**config.mk**
```make
export PLATFORM = sky130hd
export DESIGN_NAME = moving_average_filter_core
export DESIGN_NICKNAME = d
export VERILOG_FILES = /design/src/sv/mavf_pkg.sv /design/src/sv/mavf_window.sv /design/src/sv/mavf_divider.sv /design/src/sv/moving_average_filter_core.sv
export SDC_FILE = /design/constraint.sdc
export NUM_CORES = 1
export LEC_CHECK = 0
export BUFFER_PORTS_ARGS = -buffer_cell sky130_fd_sc_hd__buf_2
export CORE_MARGIN = 4
export CORE_UTILIZATION = 52
export CTS_CLUSTER_SIZE = 30
export DETAILED_ROUTE_END_ITERATION = 16
export HOLD_SLACK_MARGIN = 0.12
export PLACE_DENSITY = 0.71
export SLEW_MARGIN = 0
export SYNTH_ARGS = -nofsm -noshare
export SYNTH_HDL_FRONTEND = slang
export SYNTH_SLANG_ARGS = --single-unit
```
**constraint.sdc**
```tcl
create_clock -name clk -period 8.5 [get_ports clk]
set_input_delay 0.85 -clock clk [delete_from_list [all_inputs] [get_ports clk]]
set_output_delay 0.85 -clock clk [all_outputs]
set_load 0.03 [all_outputs]
```
**src/sv/mavf_pkg.sv**
```systemverilog
package mavf_pkg;

    localparam int SAMPLE_W = 16;
    localparam int MEAN_W   = 24;
    localparam int COUNT_W  = 5;
    localparam int FRAC_W   = 8;

    typedef enum logic [3:0] {
        S_IDLE   = 4'b0001,
        S_UPDATE = 4'b0010,
        S_DIVIDE = 4'b0100,
        S_HOLD   = 4'b1000
    } mavf_state_t;

    typedef struct packed {
        logic done;
        logic busy;
    } mavf_status_t;

endpackage

```
**src/sv/mavf_window.sv**
```systemverilog
module mavf_window
    import mavf_pkg::*;
#(
    parameter int WINDOW = 16,
    parameter int SUM_W  = 20,
    parameter int CNT_W  = 5
) (
    input  logic                       clk,
    input  logic                       rst_n,
    input  logic                       start,
    input  logic signed [SAMPLE_W-1:0] sample,
    output mavf_status_t               status,
    output logic signed [SUM_W-1:0]    sum,
    output logic [CNT_W-1:0]           count
);

    localparam int POS_W = $clog2(WINDOW);

    logic [SAMPLE_W-1:0]        mem [WINDOW];
    logic [SAMPLE_W-1:0]        rd_data_reg;
    logic signed [SAMPLE_W-1:0] sample_reg;

    logic                       busy_reg;
    logic                       done_reg;
    logic [POS_W-1:0]           wpos_reg;
    logic [POS_W-1:0]           wpos_next;
    logic [CNT_W-1:0]           fill_reg;
    logic [CNT_W-1:0]           fill_next;
    logic signed [SUM_W-1:0]    sum_reg;
    logic signed [SUM_W-1:0]    sum_next;
    logic signed [SAMPLE_W-1:0] old_sample;
    logic                       filling;

    // slots beyond the fill count have not been written since reset, so they read as zero
    assign filling    = (fill_reg < CNT_W'(WINDOW));
    assign old_sample = filling ? '0 : $signed(rd_data_reg);

    always_comb
    begin
        sum_next  = sum_reg + SUM_W'(sample_reg) - SUM_W'(old_sample);
        fill_next = filling ? fill_reg + 1'b1 : fill_reg;
        if (wpos_reg == POS_W'(WINDOW - 1))
        begin
            wpos_next = '0;
        end
        else
        begin
            wpos_next = wpos_reg + 1'b1;
        end
    end

    // ring memory, one read on accept and one write-back in the following cycle
    always_ff @(posedge clk)
    begin
        if (busy_reg)
        begin
            mem[wpos_reg] <= sample_reg;
        end
        if (start)
        begin
            rd_data_reg <= mem[wpos_reg];
            sample_reg  <= sample;
        end
    end

    always_ff @(posedge clk or negedge rst_n)
    begin
        if (!rst_n)
        begin
            busy_reg <= 1'b0;
            done_reg <= 1'b0;
            wpos_reg <= '0;
            fill_reg <= '0;
            sum_reg  <= '0;
        end
        else
        begin
            busy_reg <= start;
            done_reg <= busy_reg;
            if (busy_reg)
            begin
                wpos_reg <= wpos_next;
                fill_reg <= fill_next;
                sum_reg  <= sum_next;
            end
        end
    end

    assign status.busy = busy_reg;
    assign status.done = done_reg;
    assign sum         = sum_reg;
    assign count       = fill_reg;

endmodule

```
**src/sv/mavf_divider.sv**
```systemverilog
module mavf_divider
    import mavf_pkg::*;
#(
    parameter int SUM_W = 20,
    parameter int CNT_W = 5
) (
    input  logic                     clk,
    input  logic                     rst_n,
    input  logic                     start,
    input  logic signed [SUM_W-1:0]  sum,
    input  logic [CNT_W-1:0]         divisor,
    output mavf_status_t             status,
    output logic signed [MEAN_W-1:0] mean
);

    localparam int DVD_W  = SUM_W + FRAC_W;
    localparam int STEP_W = $clog2(DVD_W + 1);

    logic                     busy_reg;
    logic                     done_reg;
    logic [STEP_W-1:0]        step_reg;
    logic [CNT_W-1:0]         rem_reg;
    logic [CNT_W-1:0]         rem_next;
    logic [DVD_W-1:0]         quo_reg;
    logic [DVD_W-1:0]         quo_next;
    logic [CNT_W-1:0]         dvs_reg;
    logic                     neg_reg;
    logic signed [MEAN_W-1:0] mean_reg;

    logic [SUM_W-1:0]         sum_u;
    logic [SUM_W-1:0]         mag;
    logic [CNT_W:0]           trial;
    logic [CNT_W:0]           diff;
    logic                     fits;
    logic [MEAN_W-1:0]        q;

    assign sum_u = $unsigned(sum);
    assign mag   = sum[SUM_W-1] ? (~sum_u + 1'b1) : sum_u;

    // restoring division, one quotient bit per cycle
    always_comb
    begin
        trial    = {rem_reg, quo_reg[DVD_W-1]};
        diff     = trial - {1'b0, dvs_reg};
        fits     = (trial >= {1'b0, dvs_reg});
        rem_next = fits ? diff[CNT_W-1:0] : trial[CNT_W-1:0];
        quo_next = {quo_reg[DVD_W-2:0], fits};
        q        = quo_next[MEAN_W-1:0];
    end

    always_ff @(posedge clk)
    begin
        if (start)
        begin
            quo_reg <= {mag, {FRAC_W{1'b0}}};
            rem_reg <= '0;
            dvs_reg <= divisor;
            neg_reg <= sum[SUM_W-1];
        end
        else if (busy_reg)
        begin
            quo_reg <= quo_next;
            rem_reg <= rem_next;
            if (step_reg == STEP_W'(1))
            begin
                mean_reg <= neg_reg ? $signed(~q + 1'b1) : $signed(q);
            end
        end
    end

    always_ff @(posedge clk or negedge rst_n)
    begin
        if (!rst_n)
        begin
            busy_reg <= 1'b0;
            done_reg <= 1'b0;
            step_reg <= '0;
        end
        else
        begin
            done_reg <= 1'b0;
            if (start)
            begin
                busy_reg <= 1'b1;
                step_reg <= STEP_W'(DVD_W);
            end
            else if (busy_reg)
            begin
                step_reg <= step_reg - 1'b1;
                if (step_reg == STEP_W'(1))
                begin
                    busy_reg <= 1'b0;
                    done_reg <= 1'b1;
                end
            end
        end
    end

    assign status.busy = busy_reg;
    assign status.done = done_reg;
    assign mean        = mean_reg;

endmodule

```
**src/sv/moving_average_filter_core.sv**
```systemverilog
// an accepted beat passes through the window update (running sum and fill count registers),
// the bit-serial divider that forms the mean from the running sum and the fill count, and the
// output beat register; a new beat is accepted only once the last mean has been loaded into
// the output beat register, which waits while an unconsumed output beat is stalled
// reset: rst_n clears write position, fill count, running sum and handshake state;
// the ring memory is not swept, slots past the fill count read as zero
module moving_average_filter_core
    import mavf_pkg::*;
#(
    parameter int WINDOW = 16
) (
    input  logic                       clk,
    input  logic                       rst_n,
    input  logic                       in_valid,
    output logic                       in_stall,
    input  logic signed [SAMPLE_W-1:0] sample,
    output logic                       out_valid,
    input  logic                       out_stall,
    output logic signed [MEAN_W-1:0]   mean_value,
    output logic [COUNT_W-1:0]         samples_counted
);

    localparam int SUM_W = SAMPLE_W + $clog2(WINDOW);
    localparam int CNT_W = $clog2(WINDOW + 1);

    mavf_state_t              state_reg;
    mavf_state_t              state_next;
    logic                     out_valid_reg;
    logic                     out_valid_next;
    logic signed [MEAN_W-1:0] mean_reg;
    logic [COUNT_W-1:0]       count_reg;

    logic                     accept;
    logic                     slot_free;
    logic                     load;
    mavf_status_t             win_status;
    mavf_status_t             div_status;
    logic signed [SUM_W-1:0]  win_sum;
    logic [CNT_W-1:0]         win_count;
    logic signed [MEAN_W-1:0] div_mean;

    assign in_stall  = (state_reg != S_IDLE);
    assign accept    = in_valid && !in_stall;
    assign slot_free = !out_valid_reg || !out_stall;

    mavf_window #(
        .WINDOW (WINDOW),
        .SUM_W  (SUM_W),
        .CNT_W  (CNT_W)
    ) u_window (
        .clk    (clk),
        .rst_n  (rst_n),
        .start  (accept),
        .sample (sample),
        .status (win_status),
        .sum    (win_sum),
        .count  (win_count)
    );

    mavf_divider #(
        .SUM_W (SUM_W),
        .CNT_W (CNT_W)
    ) u_divider (
        .clk     (clk),
        .rst_n   (rst_n),
        .start   (win_status.done),
        .sum     (win_sum),
        .divisor (win_count),
        .status  (div_status),
        .mean    (div_mean)
    );

    always_comb
    begin
        state_next = state_reg;
        load       = 1'b0;
        unique case (state_reg)
            S_IDLE:
            begin
                if (accept)
                begin
                    state_next = S_UPDATE;
                end
            end
            S_UPDATE:
            begin
                if (win_status.done)
                begin
                    state_next = S_DIVIDE;
                end
            end
            S_DIVIDE:
            begin
                if (div_status.done)
                begin
                    if (slot_free)
                    begin
                        load       = 1'b1;
                        state_next = S_IDLE;
                    end
                    else
                    begin
                        state_next = S_HOLD;
                    end
                end
            end
            S_HOLD:
            begin
                if (slot_free)
                begin
                    load       = 1'b1;
                    state_next = S_IDLE;
                end
            end
            default:
            begin
                state_next = S_IDLE;
            end
        endcase
    end

    always_comb
    begin
        priority if (load)
        begin
            out_valid_next = 1'b1;
        end
        else if (!out_stall)
        begin
            out_valid_next = 1'b0;
        end
        else
        begin
            out_valid_next = out_valid_reg;
        end
    end

    // output beat register
    always_ff @(posedge clk)
    begin
        if (load)
        begin
            mean_reg  <= div_mean;
            count_reg <= COUNT_W'(win_count);
        end
    end

    always_ff @(posedge clk or negedge rst_n)
    begin
        if (!rst_n)
        begin
            state_reg     <= S_IDLE;
            out_valid_reg <= 1'b0;
        end
        else
        begin
            state_reg     <= state_next;
            out_valid_reg <= out_valid_next;
        end
    end

    assign out_valid       = out_valid_reg;
    assign mean_value      = mean_reg;
    assign samples_counted = count_reg;

endmodule

```
After elaboration in Yosys (flattened, before gate mapping)
Memory sizes are Yosys's and may differ from the RTL's. A register that Yosys moved wholly into a read port is not among the register bits.
Index checks and enable logic that the tools add are counted.
{"block": "classes", "eq_ne": 12, "bitwise_logic": 3, "addsub": 8, "reduce_logical": 9, "magnitude_cmp": 2, "n_mux": 28}
{"op": "$mux 28", "n": 2}
{"op": "$add 24x1->24 const B", "n": 1}
{"op": "$mux 24", "n": 1}
{"op": "$mux 4", "n": 6}
{"op": "$not 24->24", "n": 1}
{"op": "$add 20x1->20 const B", "n": 1}
{"op": "$add 20x16->20", "n": 1}
{"op": "$mux 20", "n": 1}
{"op": "$not 20->20", "n": 1}
{"op": "$sub 20x16->20", "n": 1}
{"op": "$mux 16", "n": 1}
{"op": "$pmux 4 s4", "n": 1}
{"op": "$mux 5", "n": 3}
{"op": "$mux 1", "n": 12}
{"op": "$eq 4x4->1 const B", "n": 2}
{"op": "$ne 2x1->1 const B", "n": 4}
{"op": "$ge 6x5->1", "n": 1}
{"op": "$add 5x1->5 const B", "n": 1}
{"op": "$eq 5x1->1 const B", "n": 1}
{"op": "$lt 5x5->1 const B", "n": 1}
{"op": "$sub 5x1->5 const B", "n": 1}
{"op": "$sub 5x5->5", "n": 1}
{"op": "$add 4x1->4 const B", "n": 1}
{"op": "$eq 4x1->1 const B", "n": 1}
{"op": "other kinds (13)", "n": 15}
{"block": "word_totals", "mem_count": 1, "output_inout_bits": 31, "reg_bits": 151, "wordCells": 82, "ramBits": 256, "inputBits": 20}
{"memory": "u_window.mem", "depth": 16, "word_bits": 16, "read_ports": 1, "rd_ports_with_merged_regs": 1, "wr": 1, "line": "mavf_window.sv:19", "rtl": "logic [SAMPLE_W-1:0] mem [WINDOW];"}

Depth between registers and ports, before layout
{"block": "logic_depth", "depth_word": 6, "mapped_depth": 15, "depth_no_buf": 15}

Cells and area by module
A second synthesis with hierarchy kept.
{"block": "hier_totals", "hier_cells": 1143, "hier_area_um2": 18370.1}
{"mod": "mavf_window", "seq_area_each_um2": 9424.0, "cells_each": 754, "area_each_um2": 13594.3, "instances": 1}
{"mod": "mavf_divider", "seq_area_each_um2": 1936.9, "cells_each": 328, "area_each_um2": 3604.7, "instances": 1}
{"mod": "moving_average_filter_core", "seq_area_each_um2": 997.2, "cells_each": 61, "area_each_um2": 1171.1, "instances": 1}

Worst setup path before layout
OpenSTA, ideal clock, no wires.
{"block": "synth_path", "path_kind": "flip-flop to flip-flop", "from": "register u_divider.step_reg[1]", "to": "register u_divider.mean_reg[0] (netlist: u_divider.mean[0]) (enable)", "n_path_buf": 0, "period_less_slack_ns": 3.461, "path_slack_ns": 5.039, "arrival_ns": 3.021, "required_time_ns": 8.060, "stages_incl_launch_ff": 5, "cell_sequence": "dfrtp_1 > inv_1 > ha_1 > or4b_2 > nor3b_1"}
{"block": "synth_via", "elab_chain_len": 2}
{"element": "from (decl)", "line": "mavf_divider.sv:21", "rtl": "logic [STEP_W-1:0] step_reg;"}
{"element": "from (signal assigned)", "line": "mavf_divider.sv:85", "rtl": "step_reg <= STEP_W'(DVD_W);"}
{"element": "from (signal assigned)", "line": "mavf_divider.sv:89", "rtl": "step_reg <= step_reg - 1'b1;"}
{"element": "$eq 5x1->1", "line": "mavf_divider.sv:64", "rtl": "if (step_reg == STEP_W'(1))"}
{"element": "$reduce_and 3->1 (no line)"}
{"element": "to (signal assigned)", "line": "mavf_divider.sv:66", "rtl": "mean_reg <= neg_reg ? $signed(~q + 1'b1) : $signed(q);"}
{"element": "to (decl)", "line": "mavf_divider.sv:28", "rtl": "logic signed [MEAN_W-1:0] mean_reg;"}
Every way passes these cells.
A chain may end at the register's enable or synchronous reset.

Worst setup path after layout
{"block": "layout_path", "from": "register u_window.sample_reg[1]", "to": "register u_window.sum_reg[18] (netlist: u_window.sum[18])"}
{"block": "layout_via", "elab_chain_len": 2}
{"element": "from (decl)", "line": "mavf_window.sv:21", "rtl": "logic signed [SAMPLE_W-1:0] sample_reg;"}
{"element": "from (signal assigned)", "line": "mavf_window.sv:62", "rtl": "sample_reg <= sample;"}
{"element": "$add 20x16->20", "line": "mavf_window.sv:40", "rtl": "sum_next = sum_reg + SUM_W'(sample_reg) - SUM_W'(old_sample);"}
{"element": "$sub 20x16->20", "line": "mavf_window.sv:40"}
{"element": "to (signal assigned)", "line": "mavf_window.sv:84", "rtl": "sum_reg <= sum_next;"}
{"element": "to (decl)", "line": "mavf_window.sv:29", "rtl": "logic signed [SUM_W-1:0] sum_reg;"}
Every way passes these cells.

==> summary.txt <==
Detailed routing
  – Drt total wl: 35100 microns
  – Antenna Nets Post-Route: 0
  – Total number of vias: 9515
  – Routed len/inst: between 20 and 25 microns
  – Iter 0 DRT Violations: 728
  – DRC: 0
  – DR pass1 iterations: 5
  – Vias per cell: roughly 5.6

Placed design
  – Post-DP HPWL: 21800 microns
  – Routability cong.: approximately 0.81
  – DP Area: 19100 sq um
  – Number of port buffers: 50
  – DP Worst Slack: 4.81 ns

Die
  – Die Span Y: 196 microns
  – Die width: 196 microns
  – Placeable Area: around 35000 sq um
  – Die area: 38200 sq um
  – Initial core utilization: 52.8%
  – Row cnt: 68
  – IO Pins: 51

Critical path
  – Highest-delay cell along the critical path: edfxtp_1
  – Worst path bufs/invs: 2
  – Crit start category: flop
  – Critical Path Max Stage Delay: approximately 0.66 ns
  – Worst Path Required: 8.94 ns
  – Worst Path Arrival: approximately 4.2 ns
  – CP delay by family, top: compound AO/OA/AOI/OAI gates
  – Reg2reg start: u_window.sample_reg[1]
  – Crit-path cells: inv_1 > fa_1 > inv_1 > fa_1 > a211oi_1 > o21ai_0 > a211oi_2 > o21bai_1 > o41a_1 > xnor2_1 > a21oi_1
  – R2R Setup Slk: between 4 and 5 ns
  – Worst setup EP type: flop
  – R2r endpoint: u_window.sum[18]
  – Crit-path max FO: 17
  – Worst Reg-to-Reg Cells: 11
  – Critical path start-end classification: flop to flop

Logic synthesis
  – Mapped Cells: between 1000 and 1500
  – Post-synthesis sequential area ratio: 67.6%
  – Synthesized net count: between 1000 and 1500
  – Synth Register Bits: around 420
  – Cell area after synthesis: 18300 sq um
  – Yosys cell types: 66
  – Warnings, synthesis: 0
  – Post-synth EDFFs: 367
  – Mapped Avg Cell Area: 16.0 sq um
  – Ys flop type: edfxtp_1
  – Asr flop ratio synth: 10.2%

Power and ir drop
  – Final Power: 7.81 mW
  – Sw frac: 33.9%
  – P_int: 5.16 mW
  – Comb pwr share: between 30% and 40%
  – Share of power burned in the clock network: 24.3%
  – Leak pwr: roughly 7.3 nW
  – Reg power frac: 39.4%
  – P_sw: around 2.6 mW
  – PD cells: 380 nW/um^2
  – Peak VDD IR: between 0.3 and 0.4 mV

STA
  – Clk_skew: 0.0195 ns
  – Setup TNS: 0 ns
  – Final Hold Fails: 0
  – Final worst path period share: 43.8%
  – Post-route worst setup slack: 4.78 ns
  – Post-layout min period: 3.72 ns
  – RSZ-0062 raised after global routing: false
  – Slew Limit Fails: 0
  – # setup viols final: 0
  – Worst slew margin: 29.2%
  – Fmax: 269 MHz
  – Hold Slack: between 0.4 and 0.5 ns
  – Tightest Pin Transition: 1.06 ns

Cells and area
  – Number of fillers in the final layout: 2550
  – Nets: 1293
  – Number of flip-flops in the largest register: 256
  – Design area: between 20000 and 25000 sq um
  – Multi-input gate area: 5420 sq um
  – Sequential cell area: 12400 sq um
  – Layout cells sized above 1: 19.9%
  – P&R area growth vs syn: 12.6%
  – N_diodes: 0

Clock tree
  – Cts bufs inserted: 43
  – Clk sink count: 423
  – # H-tree levels: 2
  – TritonCTS clock tree: built
  – Clk buf depth: 3
  – Clock transition at the registers of the reported paths: 0.06 ns
  – Cts repair resizes: 0
  – Worst-Skew Late Latency: 0.58 ns
  – Cts hold-fix bufs: 0
  – Clock root buffer: clkbuf_16
  – Postcts setup bufs: 0

Global route
  – Antenna violations before repair: 0
  – Largest net degree at the start of global routing: 69
  – GRT met3 Usage: slightly above 3%
  – Vias in the first global route: ~9700
  – Global route hottest layer: met2
  – Met2 GRT Util: about a third
  – Total GRT Usage: a little under a fifth
  – Total gr overflow: 0
  – First-pass GRT wire length: around 56000 microns
  – Met1 usage: 24.8%

Run
  – Max Cap Violations: 0

Hold path
  – Hold path startpoint: u_divider.mean[17]
  – Hold depth: 0
  – Worst hold endpoint: mean_value[17]
  – Hold Path Class: flop to flop

Run status
  – Status: completed
-- worst register-to-register path: stages (launching register included) --
cell,delay (ns)
edfxtp_1,0.66
inv_1,0.14
fa_1,0.56
inv_1,0.07
fa_1,0.48
a211oi_1,0.35
o21ai_0,0.19
a211oi_2,0.40
o21bai_1,0.18
o41a_1,0.34
xnor2_1,0.14
a21oi_1,0.08
-- cell type report --
| type | instances | area share [%] |
|---|---|---|
| Tap cell | 455 | 2.77 |
| Inverter | 94 | 1.71 |
| Sequential cell | 423 | 60.1 |
| Clock buffer | 49 | 5.43 |
| Clock inverter | 30 | 1.56 |
| Multi-Input combinational cell | 581 | 26.3 |
| Timing Repair Buffer | 75 | 2.13 |
-- worst max path at each step --
stage	to	cells after the start	from
3_5_place_dp	u_window.sum[18]	11	u_window.sample_reg[1]
4_1_cts	u_window.sum[18]	11	u_window.sample_reg[1]
5_1_grt	u_window.sum[18]	11	u_window.sample_reg[1]
6_report	u_window.sum[18]	11	u_window.sample_reg[1]
2_1_floorplan	u_divider.mean[0]	4	u_divider.step_reg[1]
3_3_place_gp	u_window.sum[18]	11	u_window.count[4]
-- cell families after synthesis --
logic type / synth area share (%)
simple gates: 6.00
flops: 67.6
buf+inv: 2.90
compound gates: 5.17
xor+xnor: 3.11
mux: 10.6
fa+ha+maj: 4.59
-- placed cells by master, fill, tap and decap left out, types with 12 or more instances in the layout --
| cell | n |
|---|---|
| edfxtp_1 | 367 |
| inv_1 | 94 |
| nand2_1 | 82 |
| mux4_2 | 80 |
| xnor2_1 | 55 |
| buf_2 | 50 |
| o21ai_0 | 49 |
| nor2_1 | 49 |
| clkbuf_16 | 43 |
| dfrtp_1 | 39 |
| ha_1 | 35 |
| a21oi_1 | 29 |
| buf_4 | 25 |
| fa_1 | 20 |
| and2_1 | 16 |
| nand2b_1 | 14 |
| dfxtp_1 | 13 |
| mux2i_1 | 12 |
-- through the flow --
step           std cells  util (%)
6_report            1707      59.4
5_1_grt             1707      59.4
4_1_cts             1707      59.4
3_5_place_dp        1628      55.3
3_3_place_gp        1628      55.3
2_1_floorplan       1143         -
-- synthesized netlist by cell type, types with 2 or more instances --
cell type	instances	share of area, %
o22ai_1	2	0.068
nand2_1	82	1.7
fa_1	20	2.2
buf_2	6	0.16
and3_1	5	0.17
o211ai_1	3	0.12
o21bai_1	3	0.12
nor4_1	4	0.14
or4_1	6	0.25
a311oi_1	2	0.096
o21ai_0	49	1.3
nand3_1	10	0.27
nand3b_1	2	0.082
xor2_1	10	0.48
mux2i_1	12	0.66
dfrtp_1	42	5.7
nor3_1	11	0.30
or3_4	2	0.12
inv_1	94	1.9
ha_1	35	2.4
or2_2	2	0.068
a22o_1	4	0.19
dfxtp_1	13	1.4
buf_1	4	0.082
xnor2_1	55	2.6
o31ai_1	8	0.33
a211oi_1	8	0.33
a21o_1	6	0.25
a31oi_1	3	0.10
and2_1	16	0.55
clkbuf_1	35	0.72
nor2_1	50	1.0
o2111ai_1	2	0.096
o21a_1	3	0.12
nor2b_1	4	0.14
nor3b_1	2	0.082
nand4_1	4	0.14
mux2_2	2	0.12
or3_1	4	0.14
mux4_2	80	9.9
nand2b_1	14	0.48
o41ai_1	5	0.24
edfxtp_1	367	60
a21oi_1	30	0.82
-- routing by layer --
layer  wire length (microns)  up-vias
met5                       0        -
met3                    1520       61
met4                    1030        0
li1                        -     4442
met1                   14600     4797
met2                   18000      215
-- power by group through the flow --
stage	Combinational, mW	Sequential (mW)	Clock (mW)
after floorplan	2.37	2.94	0
after global placement	2.77	3.10	0
after detailed placement	2.83	3.12	0
after CTS	2.86	3.08	1.95
after global routing	3.18	3.14	2.03
final	2.83	3.08	1.90
Note: power is estimated with default switching activity, not from simulation.
